===== src/hdl/osam_pkg.sv =====
package osam_pkg;

	// Field widths fixed by the word formats
	localparam int SPEED_W = 14;
	localparam int GAIN_W  = 11;
	localparam int TONE_W  = 12;
	localparam int LIMIT_W = 7;
	localparam int SHOWN_W = 15;
	localparam int BEEP_W  = 3;
	localparam int CFG_W   = 12;
	localparam int CFG_IDX_W = 3;

	// Datapath widths, sized for the largest history depth (16)
	localparam int SUM_W   = 18;          // 16 * 16383 < 2^18
	localparam int NUM_W   = 29;          // sum * gain
	localparam int PCT_W   = 20;          // overspeed percent
	localparam int MUL_A_W = 32;
	localparam int MUL_B_W = 12;
	localparam int MUL_P_W = MUL_A_W + MUL_B_W;
	localparam int DVD_W   = 36;          // divider dividend, MSB aligned
	localparam int DVR_W   = 25;          // divider divisor
	localparam int STEP_W  = 5;           // two quotient bits per step

	// Step counts for the three divisions
	localparam logic [STEP_W-1:0] STEPS_SHOWN = 5'd10;
	localparam logic [STEP_W-1:0] STEPS_PCT   = 5'd18;
	localparam logic [STEP_W-1:0] STEPS_PITCH = 5'd16;

	localparam logic [SHOWN_W-1:0] SHOWN_MAX = 15'h7FFF;

	// Operation codes
	localparam logic OP_SPEED  = 1'b0;
	localparam logic OP_BUTTON = 1'b1;

	// Beep patterns
	localparam logic [BEEP_W-1:0] BEEP_NONE    = 3'd0;
	localparam logic [BEEP_W-1:0] BEEP_ACK     = 3'd1;
	localparam logic [BEEP_W-1:0] BEEP_REFUSED = 3'd2;
	localparam logic [BEEP_W-1:0] BEEP_RISING  = 3'd3;
	localparam logic [BEEP_W-1:0] BEEP_FALLING = 3'd4;

	// Configuration register indexes
	localparam logic [CFG_IDX_W-1:0] CFG_FLOOR_SPEED = 3'd0;
	localparam logic [CFG_IDX_W-1:0] CFG_SAFETY_GAIN = 3'd1;
	localparam logic [CFG_IDX_W-1:0] CFG_MIN_TONE    = 3'd2;
	localparam logic [CFG_IDX_W-1:0] CFG_MAX_TONE    = 3'd3;
	localparam logic [CFG_IDX_W-1:0] CFG_FULL_SCALE  = 3'd4;

	// Register reset values
	localparam logic [9:0]         RST_FLOOR_SPEED = 10'd32;
	localparam logic [GAIN_W-1:0]  RST_SAFETY_GAIN = 11'd1075;
	localparam logic [TONE_W-1:0]  RST_MIN_TONE    = 12'd220;
	localparam logic [TONE_W-1:0]  RST_MAX_TONE    = 12'd800;
	localparam logic [7:0]         RST_FULL_SCALE  = 8'd50;

	typedef struct packed {
		logic               operation;
		logic [SPEED_W-1:0] speed_reading;
		logic               fix_ok;
		logic               green_pressed;
		logic               red_pressed;
	} osam_in_t;

	typedef struct packed {
		logic               tone_on;
		logic [TONE_W-1:0]  tone_hz;
		logic [BEEP_W-1:0]  beep_pattern;
		logic [LIMIT_W-1:0] limit_kmh;
		logic [SHOWN_W-1:0] shown_speed;
		logic               over_limit;
		logic               display_off;
	} osam_out_t;

	typedef struct packed {
		logic              start;
		logic [STEP_W-1:0] steps;
	} osam_div_ctl_t;

	typedef enum logic [3:0] {
		ST_IDLE,
		ST_SUM,
		ST_MNUM,
		ST_GSHOW,
		ST_WSHOW,
		ST_CMP,
		ST_MPCT,
		ST_GPCT,
		ST_WPCT,
		ST_MSPAN,
		ST_GFS,
		ST_WFS,
		ST_DONE
	} osam_state_t;

	// Speed limit table in km/h, entries past the list repeat the top limit
	function automatic logic [LIMIT_W-1:0] limit_of(input logic [3:0] idx);
		logic [LIMIT_W-1:0] v;
		case (idx)
			4'd0:    v = 7'd5;
			4'd1:    v = 7'd10;
			4'd2:    v = 7'd15;
			4'd3:    v = 7'd20;
			4'd4:    v = 7'd25;
			4'd5:    v = 7'd30;
			4'd6:    v = 7'd50;
			4'd7:    v = 7'd60;
			4'd8:    v = 7'd80;
			4'd9:    v = 7'd100;
			default: v = 7'd120;
		endcase
		return v;
	endfunction

endpackage


===== src/hdl/overspeed_alarm_monitor.sv =====
// Channel  Direction  Word                       Handshake
// in       input      osam_pkg::osam_in_t        in_valid / in_stall
// out      output     osam_pkg::osam_out_t       out_valid / out_stall
// cfg      input      cfg_index, cfg_data        cfg_write
//
// From one accept to the next: button words and speed words with a bad fix
// run the history sum and the shown-speed division; a good fix adds the
// limit compare, and one above the limit adds the percent and pitch
// divisions as well. The result register loads as the block returns to
// idle. All divisions share the two-bit-per-cycle divider.
// Reset restores the register defaults and clears history, flags and tone.
// A new word is taken while the last result waits in the output register;
// a held out_stall pauses the block only at the end of the next word.
module overspeed_alarm_monitor #(
	parameter int HISTORY_DEPTH = 3,
	parameter int LIMIT_COUNT   = 11
) (
	input  logic                            clk,
	input  logic                            arst_n,
	input  logic                            in_valid,
	output logic                            in_stall,
	input  osam_pkg::osam_in_t              in_data,
	output logic                            out_valid,
	input  logic                            out_stall,
	output osam_pkg::osam_out_t             out_data,
	input  logic                            cfg_write,
	input  logic [osam_pkg::CFG_IDX_W-1:0]  cfg_index,
	input  logic [osam_pkg::CFG_W-1:0]      cfg_data
);

	localparam int IDX_W = (HISTORY_DEPTH > 1) ? $clog2(HISTORY_DEPTH) : 1;
	localparam int LIM_SCALE = HISTORY_DEPTH * 16384;
	localparam logic [3:0] RST_INDEX = (LIMIT_COUNT > 6) ? 4'd6 : 4'(LIMIT_COUNT - 1);

	osam_pkg::osam_state_t state_q, state_nx;

	// Configuration
	logic [9:0]                       floor_q;
	logic [osam_pkg::GAIN_W-1:0]      gain_q;
	logic [osam_pkg::TONE_W-1:0]      min_tone_q;
	logic [osam_pkg::TONE_W-1:0]      max_tone_q;
	logic [7:0]                       full_scale_q;

	// Block state
	logic [osam_pkg::SPEED_W-1:0]     hist_q [HISTORY_DEPTH];
	logic [3:0]                       index_q;
	logic                             speeding_q;
	logic                             disabled_q;
	logic                             tone_active_q;
	logic [osam_pkg::TONE_W-1:0]      pitch_q;

	// Work registers
	osam_pkg::osam_in_t               in_q;
	logic [osam_pkg::BEEP_W-1:0]      beep_q;
	logic [IDX_W-1:0]                 cnt_q;
	logic [osam_pkg::SUM_W-1:0]       acc_q;
	logic [osam_pkg::MUL_P_W-1:0]     prod_q;
	logic [osam_pkg::NUM_W-1:0]       num_q;
	logic [osam_pkg::DVR_W-1:0]       lim_q;
	logic [osam_pkg::PCT_W-1:0]       pct_q;
	logic [osam_pkg::SHOWN_W-1:0]     shown_q;
	logic                             out_valid_q;
	osam_pkg::osam_out_t              out_q;

	logic                             accept;
	logic                             out_free;
	logic                             sum_last;
	logic                             over;
	logic                             span_neg;
	logic [osam_pkg::MUL_B_W-1:0]     span_mag;
	logic [7:0]                       fs_eff;
	logic [osam_pkg::SPEED_W-1:0]     reading;
	logic                             up_ok;
	logic                             mul_en;
	logic [osam_pkg::MUL_A_W-1:0]     mul_a;
	logic [osam_pkg::MUL_B_W-1:0]     mul_b;
	osam_pkg::osam_div_ctl_t          div_ctl;
	logic [osam_pkg::DVD_W-1:0]       div_dvd;
	logic [osam_pkg::DVR_W-1:0]       div_dvr;
	logic                             div_done;
	logic [osam_pkg::DVD_W-1:0]       div_quo;
	logic signed [33:0]               pitch_raw;
	logic [osam_pkg::TONE_W-1:0]      pitch_clamped;

	assign accept   = in_valid && !in_stall;
	assign in_stall = (state_q != osam_pkg::ST_IDLE);
	assign out_free = !out_valid_q || !out_stall;
	assign sum_last = (cnt_q == IDX_W'(HISTORY_DEPTH - 1));
	assign over     = (num_q > {4'b0, lim_q});
	assign span_neg = (max_tone_q < min_tone_q);
	assign span_mag = span_neg ? (min_tone_q - max_tone_q) : (max_tone_q - min_tone_q);
	assign fs_eff   = (full_scale_q == 8'd0) ? 8'd1 : full_scale_q;
	assign reading  = ({4'b0, floor_q} > in_data.speed_reading) ? '0 : in_data.speed_reading;
	assign up_ok    = ({1'b0, index_q} + 5'd1) < 5'(LIMIT_COUNT);

	// Pitch: min tone plus or minus scaled percent, clamped to [0, max tone]
	always_comb begin
		logic signed [33:0] pmin;
		logic signed [33:0] pq;
		pmin = $signed({22'b0, min_tone_q});
		pq   = $signed({2'b0, div_quo[31:0]});
		pitch_raw = span_neg ? (pmin - pq) : (pmin + pq);
		if (pitch_raw < 0) begin
			pitch_clamped = '0;
		end else if (pitch_raw > $signed({22'b0, max_tone_q})) begin
			pitch_clamped = max_tone_q;
		end else begin
			pitch_clamped = pitch_raw[osam_pkg::TONE_W-1:0];
		end
	end

	// Next state
	always_comb begin
		state_nx = state_q;
		case (state_q)
			osam_pkg::ST_IDLE:  if (accept) state_nx = osam_pkg::ST_SUM;
			osam_pkg::ST_SUM:   if (sum_last) state_nx = osam_pkg::ST_MNUM;
			osam_pkg::ST_MNUM:  state_nx = osam_pkg::ST_GSHOW;
			osam_pkg::ST_GSHOW: state_nx = osam_pkg::ST_WSHOW;
			osam_pkg::ST_WSHOW: begin
				if (div_done) begin
					if (in_q.operation == osam_pkg::OP_SPEED && in_q.fix_ok)
						state_nx = osam_pkg::ST_CMP;
					else
						state_nx = osam_pkg::ST_DONE;
				end
			end
			osam_pkg::ST_CMP:   state_nx = over ? osam_pkg::ST_MPCT : osam_pkg::ST_DONE;
			osam_pkg::ST_MPCT:  state_nx = osam_pkg::ST_GPCT;
			osam_pkg::ST_GPCT:  state_nx = osam_pkg::ST_WPCT;
			osam_pkg::ST_WPCT:  if (div_done) state_nx = osam_pkg::ST_MSPAN;
			osam_pkg::ST_MSPAN: state_nx = osam_pkg::ST_GFS;
			osam_pkg::ST_GFS:   state_nx = osam_pkg::ST_WFS;
			osam_pkg::ST_WFS:   if (div_done) state_nx = osam_pkg::ST_DONE;
			osam_pkg::ST_DONE:  if (out_free) state_nx = osam_pkg::ST_IDLE;
			default:            state_nx = osam_pkg::ST_IDLE;
		endcase
	end

	// Shared multiplier and divider operand selection
	always_comb begin
		mul_en        = 1'b0;
		mul_a         = '0;
		mul_b         = '0;
		div_ctl.start = 1'b0;
		div_ctl.steps = osam_pkg::STEPS_SHOWN;
		div_dvd       = '0;
		div_dvr       = lim_q;
		case (state_q)
			osam_pkg::ST_MNUM: begin
				mul_en = 1'b1;
				mul_a  = osam_pkg::MUL_A_W'(acc_q);
				mul_b  = {1'b0, gain_q};
			end
			osam_pkg::ST_GSHOW: begin
				// average: (num >> 10) / depth
				div_ctl.start = 1'b1;
				div_ctl.steps = osam_pkg::STEPS_SHOWN;
				div_dvd = {1'b0, prod_q[osam_pkg::NUM_W-1:10], 16'b0};
				div_dvr = osam_pkg::DVR_W'(HISTORY_DEPTH);
			end
			osam_pkg::ST_MPCT: begin
				mul_en = 1'b1;
				mul_a  = osam_pkg::MUL_A_W'(num_q - {4'b0, lim_q});
				mul_b  = 12'd100;
			end
			osam_pkg::ST_GPCT: begin
				div_ctl.start = 1'b1;
				div_ctl.steps = osam_pkg::STEPS_PCT;
				div_dvd = prod_q[osam_pkg::DVD_W-1:0];
				div_dvr = lim_q;
			end
			osam_pkg::ST_MSPAN: begin
				mul_en = 1'b1;
				mul_a  = osam_pkg::MUL_A_W'(pct_q);
				mul_b  = span_mag;
			end
			osam_pkg::ST_GFS: begin
				div_ctl.start = 1'b1;
				div_ctl.steps = osam_pkg::STEPS_PITCH;
				div_dvd = {prod_q[31:0], 4'b0};
				div_dvr = {17'b0, fs_eff};
			end
			default: begin
			end
		endcase
	end

	osam_div u_div (
		.clk      (clk),
		.arst_n   (arst_n),
		.ctl      (div_ctl),
		.dividend (div_dvd),
		.divisor  (div_dvr),
		.done     (div_done),
		.quotient (div_quo)
	);

	// Control state, configuration and block state
	always_ff @(posedge clk or negedge arst_n) begin
		if (!arst_n) begin
			state_q       <= osam_pkg::ST_IDLE;
			floor_q       <= osam_pkg::RST_FLOOR_SPEED;
			gain_q        <= osam_pkg::RST_SAFETY_GAIN;
			min_tone_q    <= osam_pkg::RST_MIN_TONE;
			max_tone_q    <= osam_pkg::RST_MAX_TONE;
			full_scale_q  <= osam_pkg::RST_FULL_SCALE;
			for (int i = 0; i < HISTORY_DEPTH; i++) hist_q[i] <= '0;
			index_q       <= RST_INDEX;
			speeding_q    <= 1'b0;
			disabled_q    <= 1'b0;
			tone_active_q <= 1'b0;
			pitch_q       <= '0;
			out_valid_q   <= 1'b0;
		end else begin
			state_q <= state_nx;

			// register writes
			if (cfg_write) begin
				case (cfg_index)
					osam_pkg::CFG_FLOOR_SPEED: floor_q      <= cfg_data[9:0];
					osam_pkg::CFG_SAFETY_GAIN: gain_q       <= cfg_data[osam_pkg::GAIN_W-1:0];
					osam_pkg::CFG_MIN_TONE:    min_tone_q   <= cfg_data;
					osam_pkg::CFG_MAX_TONE:    max_tone_q   <= cfg_data;
					osam_pkg::CFG_FULL_SCALE:  full_scale_q <= cfg_data[7:0];
					default: begin
					end
				endcase
			end

			// word arrival: history shift or button handling
			if (accept) begin
				if (in_data.operation == osam_pkg::OP_SPEED) begin
					for (int i = HISTORY_DEPTH - 1; i > 0; i--) hist_q[i] <= hist_q[i-1];
					hist_q[0] <= reading;
					if (!in_data.fix_ok) tone_active_q <= 1'b0;
				end else if (in_data.green_pressed && in_data.red_pressed) begin
					disabled_q    <= !disabled_q;
					tone_active_q <= 1'b0;
				end else if (in_data.green_pressed || in_data.red_pressed) begin
					tone_active_q <= 1'b0;
					if (in_data.green_pressed && up_ok)
						index_q <= index_q + 4'd1;
					else if (in_data.red_pressed && index_q != 4'd0)
						index_q <= index_q - 4'd1;
				end
			end

			// back at or below the limit
			if (state_q == osam_pkg::ST_CMP && !over && speeding_q) begin
				speeding_q    <= 1'b0;
				tone_active_q <= 1'b0;
			end

			// new warning pitch
			if (state_q == osam_pkg::ST_WFS && div_done) begin
				pitch_q       <= pitch_clamped;
				tone_active_q <= 1'b1;
				speeding_q    <= 1'b1;
			end

			// output register
			if (state_q == osam_pkg::ST_DONE && out_free)
				out_valid_q <= 1'b1;
			else if (!out_stall)
				out_valid_q <= 1'b0;
		end
	end

	// Work registers
	always_ff @(posedge clk) begin
		if (accept) begin
			in_q  <= in_data;
			acc_q <= '0;
			cnt_q <= '0;
			if (in_data.operation == osam_pkg::OP_SPEED)
				beep_q <= osam_pkg::BEEP_NONE;
			else if (in_data.green_pressed && in_data.red_pressed)
				beep_q <= disabled_q ? osam_pkg::BEEP_RISING : osam_pkg::BEEP_FALLING;
			else if (in_data.green_pressed && up_ok)
				beep_q <= osam_pkg::BEEP_ACK;
			else if (in_data.red_pressed && index_q != 4'd0)
				beep_q <= osam_pkg::BEEP_ACK;
			else if (in_data.green_pressed || in_data.red_pressed)
				beep_q <= osam_pkg::BEEP_REFUSED;
			else
				beep_q <= osam_pkg::BEEP_NONE;
		end

		// history sum, one entry per cycle
		if (state_q == osam_pkg::ST_SUM) begin
			acc_q <= acc_q + osam_pkg::SUM_W'(hist_q[cnt_q]);
			cnt_q <= cnt_q + 1'b1;
		end

		if (mul_en)
			prod_q <= osam_pkg::MUL_P_W'(mul_a) * osam_pkg::MUL_P_W'(mul_b);

		// limit in the same scale as sum * gain
		if (state_q == osam_pkg::ST_MNUM)
			lim_q <= osam_pkg::DVR_W'(32'(osam_pkg::limit_of(index_q)) * 32'(LIM_SCALE));

		if (state_q == osam_pkg::ST_GSHOW)
			num_q <= prod_q[osam_pkg::NUM_W-1:0];

		if (state_q == osam_pkg::ST_WSHOW && div_done)
			shown_q <= (div_quo > osam_pkg::DVD_W'(osam_pkg::SHOWN_MAX)) ?
				osam_pkg::SHOWN_MAX : div_quo[osam_pkg::SHOWN_W-1:0];

		if (state_q == osam_pkg::ST_WPCT && div_done)
			pct_q <= div_quo[osam_pkg::PCT_W-1:0];

		if (state_q == osam_pkg::ST_DONE && out_free) begin
			out_q.tone_on      <= tone_active_q;
			out_q.tone_hz      <= tone_active_q ? pitch_q : '0;
			out_q.beep_pattern <= beep_q;
			out_q.limit_kmh    <= osam_pkg::limit_of(index_q);
			out_q.shown_speed  <= shown_q;
			out_q.over_limit   <= speeding_q;
			out_q.display_off  <= disabled_q;
		end
	end

	assign out_valid = out_valid_q;
	assign out_data  = out_q;

endmodule


===== src/hdl/osam_div.sv =====
// Restoring divider, two quotient bits per cycle.
// Dividend comes in MSB aligned; after the given number of steps the whole
// quotient register holds the quotient.
module osam_div (
	input  logic                          clk,
	input  logic                          arst_n,
	input  osam_pkg::osam_div_ctl_t       ctl,
	input  logic [osam_pkg::DVD_W-1:0]    dividend,
	input  logic [osam_pkg::DVR_W-1:0]    divisor,
	output logic                          done,
	output logic [osam_pkg::DVD_W-1:0]    quotient
);

	logic                          busy_q;
	logic                          done_q;
	logic [osam_pkg::STEP_W-1:0]   cnt_q;
	logic [osam_pkg::DVR_W-1:0]    rem_q;
	logic [osam_pkg::DVD_W-1:0]    quo_q;
	logic [osam_pkg::DVR_W-1:0]    dvr_q;
	logic [osam_pkg::DVR_W-1:0]    rem_nx;
	logic [osam_pkg::DVD_W-1:0]    quo_nx;

	// Two shift-subtract steps
	always_comb begin
		logic [osam_pkg::DVR_W:0] t;
		rem_nx = rem_q;
		quo_nx = quo_q;
		for (int k = 0; k < 2; k++) begin
			t = {rem_nx, quo_nx[osam_pkg::DVD_W-1]};
			quo_nx = {quo_nx[osam_pkg::DVD_W-2:0], 1'b0};
			if (t >= {1'b0, dvr_q}) begin
				rem_nx = osam_pkg::DVR_W'(t - {1'b0, dvr_q});
				quo_nx[0] = 1'b1;
			end else begin
				rem_nx = t[osam_pkg::DVR_W-1:0];
			end
		end
	end

	// Step control
	always_ff @(posedge clk or negedge arst_n) begin
		if (!arst_n) begin
			busy_q <= 1'b0;
			done_q <= 1'b0;
			cnt_q  <= '0;
		end else begin
			done_q <= 1'b0;
			if (ctl.start) begin
				busy_q <= 1'b1;
				cnt_q  <= ctl.steps;
			end else if (busy_q) begin
				cnt_q <= cnt_q - 1'b1;
				if (cnt_q == osam_pkg::STEP_W'(1)) begin
					busy_q <= 1'b0;
					done_q <= 1'b1;
				end
			end
		end
	end

	// Remainder and quotient
	always_ff @(posedge clk) begin
		if (ctl.start) begin
			rem_q <= '0;
			quo_q <= dividend;
			dvr_q <= divisor;
		end else if (busy_q) begin
			rem_q <= rem_nx;
			quo_q <= quo_nx;
		end
	end

	assign done     = done_q;
	assign quotient = quo_q;

endmodule


===== config.mk =====
export PLATFORM = sky130hd
export DESIGN_NAME = overspeed_alarm_monitor
export DESIGN_NICKNAME = d
export VERILOG_FILES = /design/src/hdl/osam_pkg.sv /design/src/hdl/overspeed_alarm_monitor.sv /design/src/hdl/osam_div.sv
export SDC_FILE = /design/constraint.sdc
export NUM_CORES = 2
export LEC_CHECK = 0
export BUFFER_PORTS_ARGS = -buffer_cell sky130_fd_sc_hd__buf_2
export CORE_MARGIN = 2
export CORE_UTILIZATION = 40
export DETAILED_ROUTE_END_ITERATION = 8
export GPL_TIMING_DRIVEN = 0
export PLACE_DENSITY = 0.64
export RECOVER_POWER = 25
export SLEW_MARGIN = 20
export SYNTH_ARGS = -nofsm -noshare
export SYNTH_HDL_FRONTEND = slang
export SYNTH_SLANG_ARGS = --single-unit
export TNS_END_PERCENT = 50

===== constraint.sdc =====
create_clock -name clk -period 8.85 [get_ports clk]
set_clock_uncertainty 0.1 [all_clocks]
set_input_delay 0.885 -clock clk [delete_from_list [all_inputs] [get_ports clk]]
set_output_delay 0.885 -clock clk [all_outputs]
set_load 0.01 [all_outputs]

### After elaboration in Yosys (flattened, before gate mapping)

Memories as Yosys holds them, arrays and structs flattened. A register that Yosys moved wholly into a read port is not among the register bits.
Cells that the tools add are included.

| word-level totals | value |
|---|---|
| memories | 2 |
| word-level logic and storage cells | 195 |
| ROM bits | 224 |
| output and inout port bits | 42 |
| flip-flop bits (word level) | 379 |

Memories:

| name | depth | bits a word | rd ports | clocked after Yosys merged registers in | wr ports | line | text |
|---|---|---|---|---|---|---|---|
| (no name shown) | 16 | 7 | 1 | 0 | 0 | osam_pkg.sv:98 | `case (idx)` |
| (no name shown) | 16 | 7 | 1 | 1 | 0 | osam_pkg.sv:98 |  |

| cells by class | value |
|---|---|
| eq/ne operators | 27 |
| add/subtract/negate cells | 13 |
| bitwise gates (word level) | 4 |
| magnitude comparators | 10 |
| multipliers | 2 |
| muxes and demuxes | 61 |
| reduce and logical (&&, ||, !) cells | 39 |

Operator list:

| cell | number |
|---|---|
| 36-bit case mux with 3 select lines | 1 |
| 32-bit case mux with 3 select lines | 1 |
| 36-bit 2-to-1 mux | 2 |
| 26-bit by 25-bit >= comparator with 1-bit output | 2 |
| 4-bit case mux with 13 select lines | 1 |
| 25-bit 2-to-1 mux | 2 |
| 25-bit subtractor | 2 |
| 23-bit case mux with 2 select lines | 1 |
| 14-bit 2-to-1 mux | 3 |
| 4-bit 2-to-1 mux | 10 |
| 36-bit by 15-bit > comparator with 1-bit output (second input constant) | 1 |
| 32-bit by 12-bit multiplier with 36-bit output | 1 |
| 12-bit 2-to-1 mux | 3 |
| 18-bit 2-to-1 mux | 2 |
| 12-bit case mux with 3 select lines | 1 |
| 34-bit by 13-bit > comparator with 1-bit output | 1 |
| 34-bit by 1-bit less-than comparator with 1-bit output (second input constant) | 1 |
| 34-bit 2-to-1 mux | 1 |
| 12-bit by 32-bit adder with 33-bit output | 1 |
| 12-bit by 32-bit subtractor with 33-bit output | 1 |
| 29-bit by 23-bit subtractor with 30-bit output | 1 |
| 29-bit by 23-bit > comparator with 1-bit output | 1 |
| 14-bit binary-select mux with 2-bit select | 1 |
| 12-bit subtractor | 2 |
| 47 further kinds | 113 |

### Logic depth before layout (Yosys ltp)

| depth | value |
|---|---|
| depth in word-level cells | 7 |
| mapped depth | 40 |
| depth with buffers taken out | 38 |

### Hierarchy

Synthesis repeated with hierarchy kept, for this count alone.

| unflattened totals | value |
|---|---|
| cells, all modules | 3,510 |
| area, all modules | 33,846.2 um^2 |

Modules (own cells, without submodules):

| module | instances | area an instance (um^2) | seq. area each (um^2) | cells each |
|---|---|---|---|---|
| overspeed_alarm_monitor | 1 | 27,182.3 | 8,226.6 | 2,812 |
| osam_div | 1 | 6,663.9 | 2,507.4 | 698 |

### Worst setup path after synthesis

Ideal clock, no wire load.

| timing | value |
|---|---|
| kind | register to register |
| start | register min_tone_q[1] (netlist bit) |
| end | register prod_q[35] (netlist bit), data pin |
| setup slack | -0.397 ns |
| arrival | 8.887 ns |
| cell stages (with the launch flop) | 37 |
| clock period less this slack | 9.247 ns |
| buffers on the path | 3 |
| data required time | 8.490 ns |
| path through | dfrtp_1 inv_1 fa_1 a21o_1 a21oi_1 o31ai_1 a21oi_1 buf_2 buf_1 mux2i_1 nor2b_1 o211ai_1 a21boi_0 o22ai_1 xor2_1 nand2_1 clkbuf_1 nor2_1 fa_1 fa_1 fa_1 fa_1 inv_1 fa_1 inv_1 ha_1 a21o_1 or3_1 a31oi_1 nor2_1 a21o_1 o41a_1 a211o_1 a21oi_1 o21ai_0 a21oi_1 xnor2_1 |

| on the way | value |
|---|---|
| longest elaborated chain between the ends | 4 |
| elaborated cells on any way between the ends | 6 |
| those cells by class | 2 x add/sub; 1 x mul; 1 x order compare; 2 x mux |

RTL lines:

| element | line | text |
|---|---|---|
| from (decl) | overspeed_alarm_monitor.sv:40 | `logic [osam_pkg::TONE_W-1:0] min_tone_q;` |
| from (signal assigned) | overspeed_alarm_monitor.sv:205 | `min_tone_q <= osam_pkg::RST_MIN_TONE;` |
| from (signal assigned) | overspeed_alarm_monitor.sv:223 | `osam_pkg::CFG_MIN_TONE: min_tone_q <= cfg_data;` |
| 12-bit subtractor / 12-bit less-than comparator (equally long branches) | overspeed_alarm_monitor.sv:91, overspeed_alarm_monitor.sv:90 |  |
| 12-bit 2-to-1 mux * | overspeed_alarm_monitor.sv:91 | `assign span_mag = span_neg ? (min_tone_q - max_tone_q) : (max_tone_q - min_tone_q);` |
| 12-bit case mux with 3 select lines * | overspeed_alarm_monitor.sv:149 | `case (state_q)` |
| 32-bit by 12-bit multiplier with 36-bit output * | overspeed_alarm_monitor.sv:297 | `prod_q <= osam_pkg::MUL_P_W'(mul_a) * osam_pkg::MUL_P_W'(mul_b);` |
| to (signal assigned) | overspeed_alarm_monitor.sv:297 |  |
| to (decl) | overspeed_alarm_monitor.sv:57 | `logic [osam_pkg::MUL_P_W-1:0] prod_q;` |

Every way passes the cells marked *; elsewhere a longest branch is shown, timed or not.
A chain may end at the register's enable or synchronous reset.

### Worst setup path after layout

| timing | value |
|---|---|
| start | register max_tone_q[0] (netlist bit) |
| end | register prod_q[15] (netlist bit), data pin |

| on the way | value |
|---|---|
| longest elaborated chain between the ends | 4 |
| elaborated cells on any way between the ends | 6 |
| those cells by class | 2 x add/sub; 1 x mul; 1 x order compare; 2 x mux |

RTL lines:

| element | line | text |
|---|---|---|
| from (decl) | overspeed_alarm_monitor.sv:41 | `logic [osam_pkg::TONE_W-1:0] max_tone_q;` |
| from (signal assigned) | overspeed_alarm_monitor.sv:206 | `max_tone_q <= osam_pkg::RST_MAX_TONE;` |
| from (signal assigned) | overspeed_alarm_monitor.sv:224 | `osam_pkg::CFG_MAX_TONE: max_tone_q <= cfg_data;` |
| 12-bit subtractor / 12-bit less-than comparator (equally long branches) | overspeed_alarm_monitor.sv:91, overspeed_alarm_monitor.sv:90 |  |
| 12-bit 2-to-1 mux * | overspeed_alarm_monitor.sv:91 |  |
| 12-bit case mux with 3 select lines * | overspeed_alarm_monitor.sv:149 |  |
| 32-bit by 12-bit multiplier with 36-bit output * | overspeed_alarm_monitor.sv:297 |  |

Marked as above.

==> results_dict.tcl <==
set metrics [dict create \
    status "complete, but fails checks" \
    violations "capacitance limit, slew limit, setup timing" \
    cts-root-buf "clkbuf_16" \
    overflow 0 \
    drive_above_1_share_pct 12.81 \
    path_common_cell "buf_4" \
    ys_ff_latch 378 \
    maxCapViolCount 2 \
    p_sw_uw 7341 \
    rsz0062_at_grt "true" \
    whs_path_depth 0 \
    finalInstanceArea_sq_um 36650 \
    tritoncts "done" \
    p_leak_uw 0.01590 \
    async_flop_share_pct 33.33 \
    switching_share_pct 48.34 \
    synth_area_sq_um 32090 \
    vias 25170 \
    antenna_left 0 \
    synth-simple-area-share_pct 13.21 \
    synth_xor_area_share_pct 3.602 \
    syn_area_per_cell_sq_um 9.728 \
    nets 4073 \
    num_antenna_cells 0 \
    critPathSlowestCell "fa_2" \
    std_cell_rows 103 \
    clk_pin_slew_ns 0.07 \
    ios 80 \
    mostFrequentLayoutCells "475 x inv_1, 418 x nand2_1, 276 x fa_1" \
    path_max_fanout 6 \
    relSlewSlack_pct -171.5 \
    p_seq_share_pct 22.6 \
    synth.distinct_cells 101 \
    antenna_found_initial 2 \
    p_int_uw 7847 \
    ir_drop_v 0.0002585 \
    worstSetupEndpointType "flop" \
    vias_per_cell 5.434 \
    critical_path_class "flop to flop" \
    initial_core_util_pct 40.49 \
    max_stage_delay_ns 0.61 \
    finalCritPeriodShare_pct 102.8 \
    clock_path_buffers 3 \
    cts_inserted_buffers 39 \
    rr_worst_depth 43 \
    combPwrFrac_pct 65.9 \
    fp.dieW_microns 287.3 \
    synth_ff_type "edfxtp_1" \
    synth_fa_ha_area_share_pct 25.46 \
    die_h_microns 287.3 \
    grt_max_degree 73 \
    cp_data_required_time_ns 9.07 \
    worstHoldStart "beep_q[0]" \
    synthMuxAreaShare_pct 4.257 \
    hold_path.class "flop to flop" \
    synthCells 3299 \
    tightestPinTransition_ns 4.072 \
    dp_hpwl_microns 73320 \
    p_clk_share_pct 11.6 \
    drt_pass1_iterations 8 \
    fill_cells 7566 \
    p_per_area_nw_per_um2 414.5 \
    hold_path_end "out_data[24]" \
    cp-start-kind "flop" \
    yosysSeqAreaShare_pct 32.70 \
    drc 0 \
    final_max_slew_viol_count 129 \
    io_buffers 78 \
    clock_latency_ns 0.59 \
    yosysWarnings 0 \
    setup_violations 5 \
    reg2reg_slack_ns -0.24 \
    wl_microns 92530 \
    r2r_end "prod_q[15]" \
    die_area_sq_um 82510 \
    core_area_sq_um 79260 \
    grt_pass1_wl_microns 145900 \
    clock_sinks 378 \
    post_dp_cell_area_sq_um 34310 \
    reg2reg_from "max_tone_q[0]" \
    synth_edf_count 227 \
    worstPathArrival_ns 9.31 \
    place.gp.congestion 0.9811 \
    first_global_vias 25350 \
    min_period_ns 9.094 \
    fmax_mhz 110.0 \
    fin_ws_ns -0.2436 \
    wire_per_inst_microns 19.98 \
    final_common_cell "inv_1" \
    hold_ws_ns 0.3106 \
    synth_compound_area_share_pct 13.49 \
    grt.total_usage_pct 22.77 \
    hold_violations 0 \
    drt_iter0_drc 2304 \
    synth_top_family_by_area "adder cells" \
    htree_num_levels 2 \
    areaGrowthSynthToFinish_pct 14.19 \
]
==> metrics by stage <==
stage          instances  TNS [ns]  utilization, %  setup WS [ns]  total power [uW]
2_1_floorplan       3375         0               -        0.01059             10140
6_report            4632   -0.7130           46.24        -0.2436             15190
5_1_grt             4632    -2.926           46.24        -0.4778             16450
3_3_place_gp        4503    -34.53           43.04         -2.242             12610
4_1_cts             4625   -0.2513           46.05        -0.1635             14990
3_5_place_dp        4511    -34.54           43.28         -2.248             12780
==> state kept, by name (all words and copies together), names as in the netlist, 5 cells and up <==
name and flops:
u_div.rem_q 25, shown_q 15, u_div.dvr_q 17, u_div.quotient 36, out_data 40, gain_q 11, hist_q 42, max_tone_q 12
prod_q 36, pct_q 20, lim_q 9, full_scale_q 8, floor_q 10, min_tone_q 12, acc_q 18, pitch_q 12
u_div.cnt_q 5, num_q 29
==> synth_stat cells (48+ instances only) <==
cell,instances,share of area [%]
xor2_1,48,1.3
nand2_1,420,4.9
a21oi_1,162,2.5
nor2_1,161,1.9
dfrtp_1,107,8.3
o21ai_0,186,2.9
fa_1,285,18
ha_1,197,7.7
a21o_1,52,1.2
mux2_2,80,2.8
xnor2_1,84,2.3
edfxtp_1,227,21
clkbuf_1,105,1.2
inv_1,481,5.6
==> power groups by stage <==
| stage | Sequential [uW] | Clock [uW] | Combinational (uW) |
|---|---|---|---|
| after floorplan | 3160 | 0 | 6990 |
| after global placement | 3440 | 0 | 9170 |
| after detailed placement | 3430 | 0 | 9350 |
| after CTS | 3400 | 1770 | 9810 |
| after global routing | 3480 | 1850 | 11100 |
| final | 3430 | 1760 | 10000 |
==> final cells by class <==
class	count	area (sq um)	share of cell area, %
clock buffers	48	1071	2.923
clock inverters	22	266.5	0.7273
plain buffers	123	695.7	1.898
flip-flops and latches	378	10500	28.64
multi-input cells	2392	20060	54.74
inverters	481	1805	4.927
well taps	1050	1314	3.585
repair buffers	138	937.1	2.557
==> routing by layer <==
metal | up-vias | track usage, % | share of wire (%)
met5 | - | 0 | 0.031
met4 | 4 | 5.794 | 2.5
met3 | 132 | 3.619 | 7.6
met2 | 886 | 36.84 | 46
met1 | 12510 | 31.84 | 43
li1 | 11640 | - | -
==> repair_timing <==
item | in CTS | in global routing
gates resized for setup | 142 | 34
endpoints found under the setup margin | 27 | 11
hold buffers | 0 | 0
setup buffers | 45 | 8
pin swaps | 62 | 13
==> critical path: cells and delay by family (launching register included) <==
kind / cells / cell delay (ns)
AOI/OAI and AO/OA: 12 / 1.99
buffers and inverters: 18 / 2.17
and+or+nand+nor: 2 / 0.41
xor gates and xnor gates: 2 / 0.26
muxes: 1 / 0.23
DFF: 1 / 0.40
adders and majority gates: 8 / 3.26
==> worst max-delay path by stage <==
stage	slack, ns	from	cells past startpoint	to
after floorplan	0.01	max_tone_q[0]	38	prod_q[34]
after global routing	-0.48	max_tone_q[0]	39	prod_q[35]
after detailed placement	-2.25	max_tone_q[0]	37	prod_q[34]
after global placement	-2.24	max_tone_q[0]	37	prod_q[34]
final	-0.24	max_tone_q[0]	43	prod_q[15]
after CTS	-0.16	max_tone_q[0]	38	prod_q[35]
==> cells by family (layout without fill, tap and decap cells) <==
group / count (synthesis) / count (layout)
and+or+nand+nor: 907 / 907
other: 2 / 78
adders and majority gates: 482 / 482
muxes: 126 / 126
xor gates and xnor gates: 132 / 132
buffers and inverters: 605 / 812
AOI/OAI and AO/OA: 667 / 667
DFF: 378 / 378
Power figures use the tool's default switching activity.
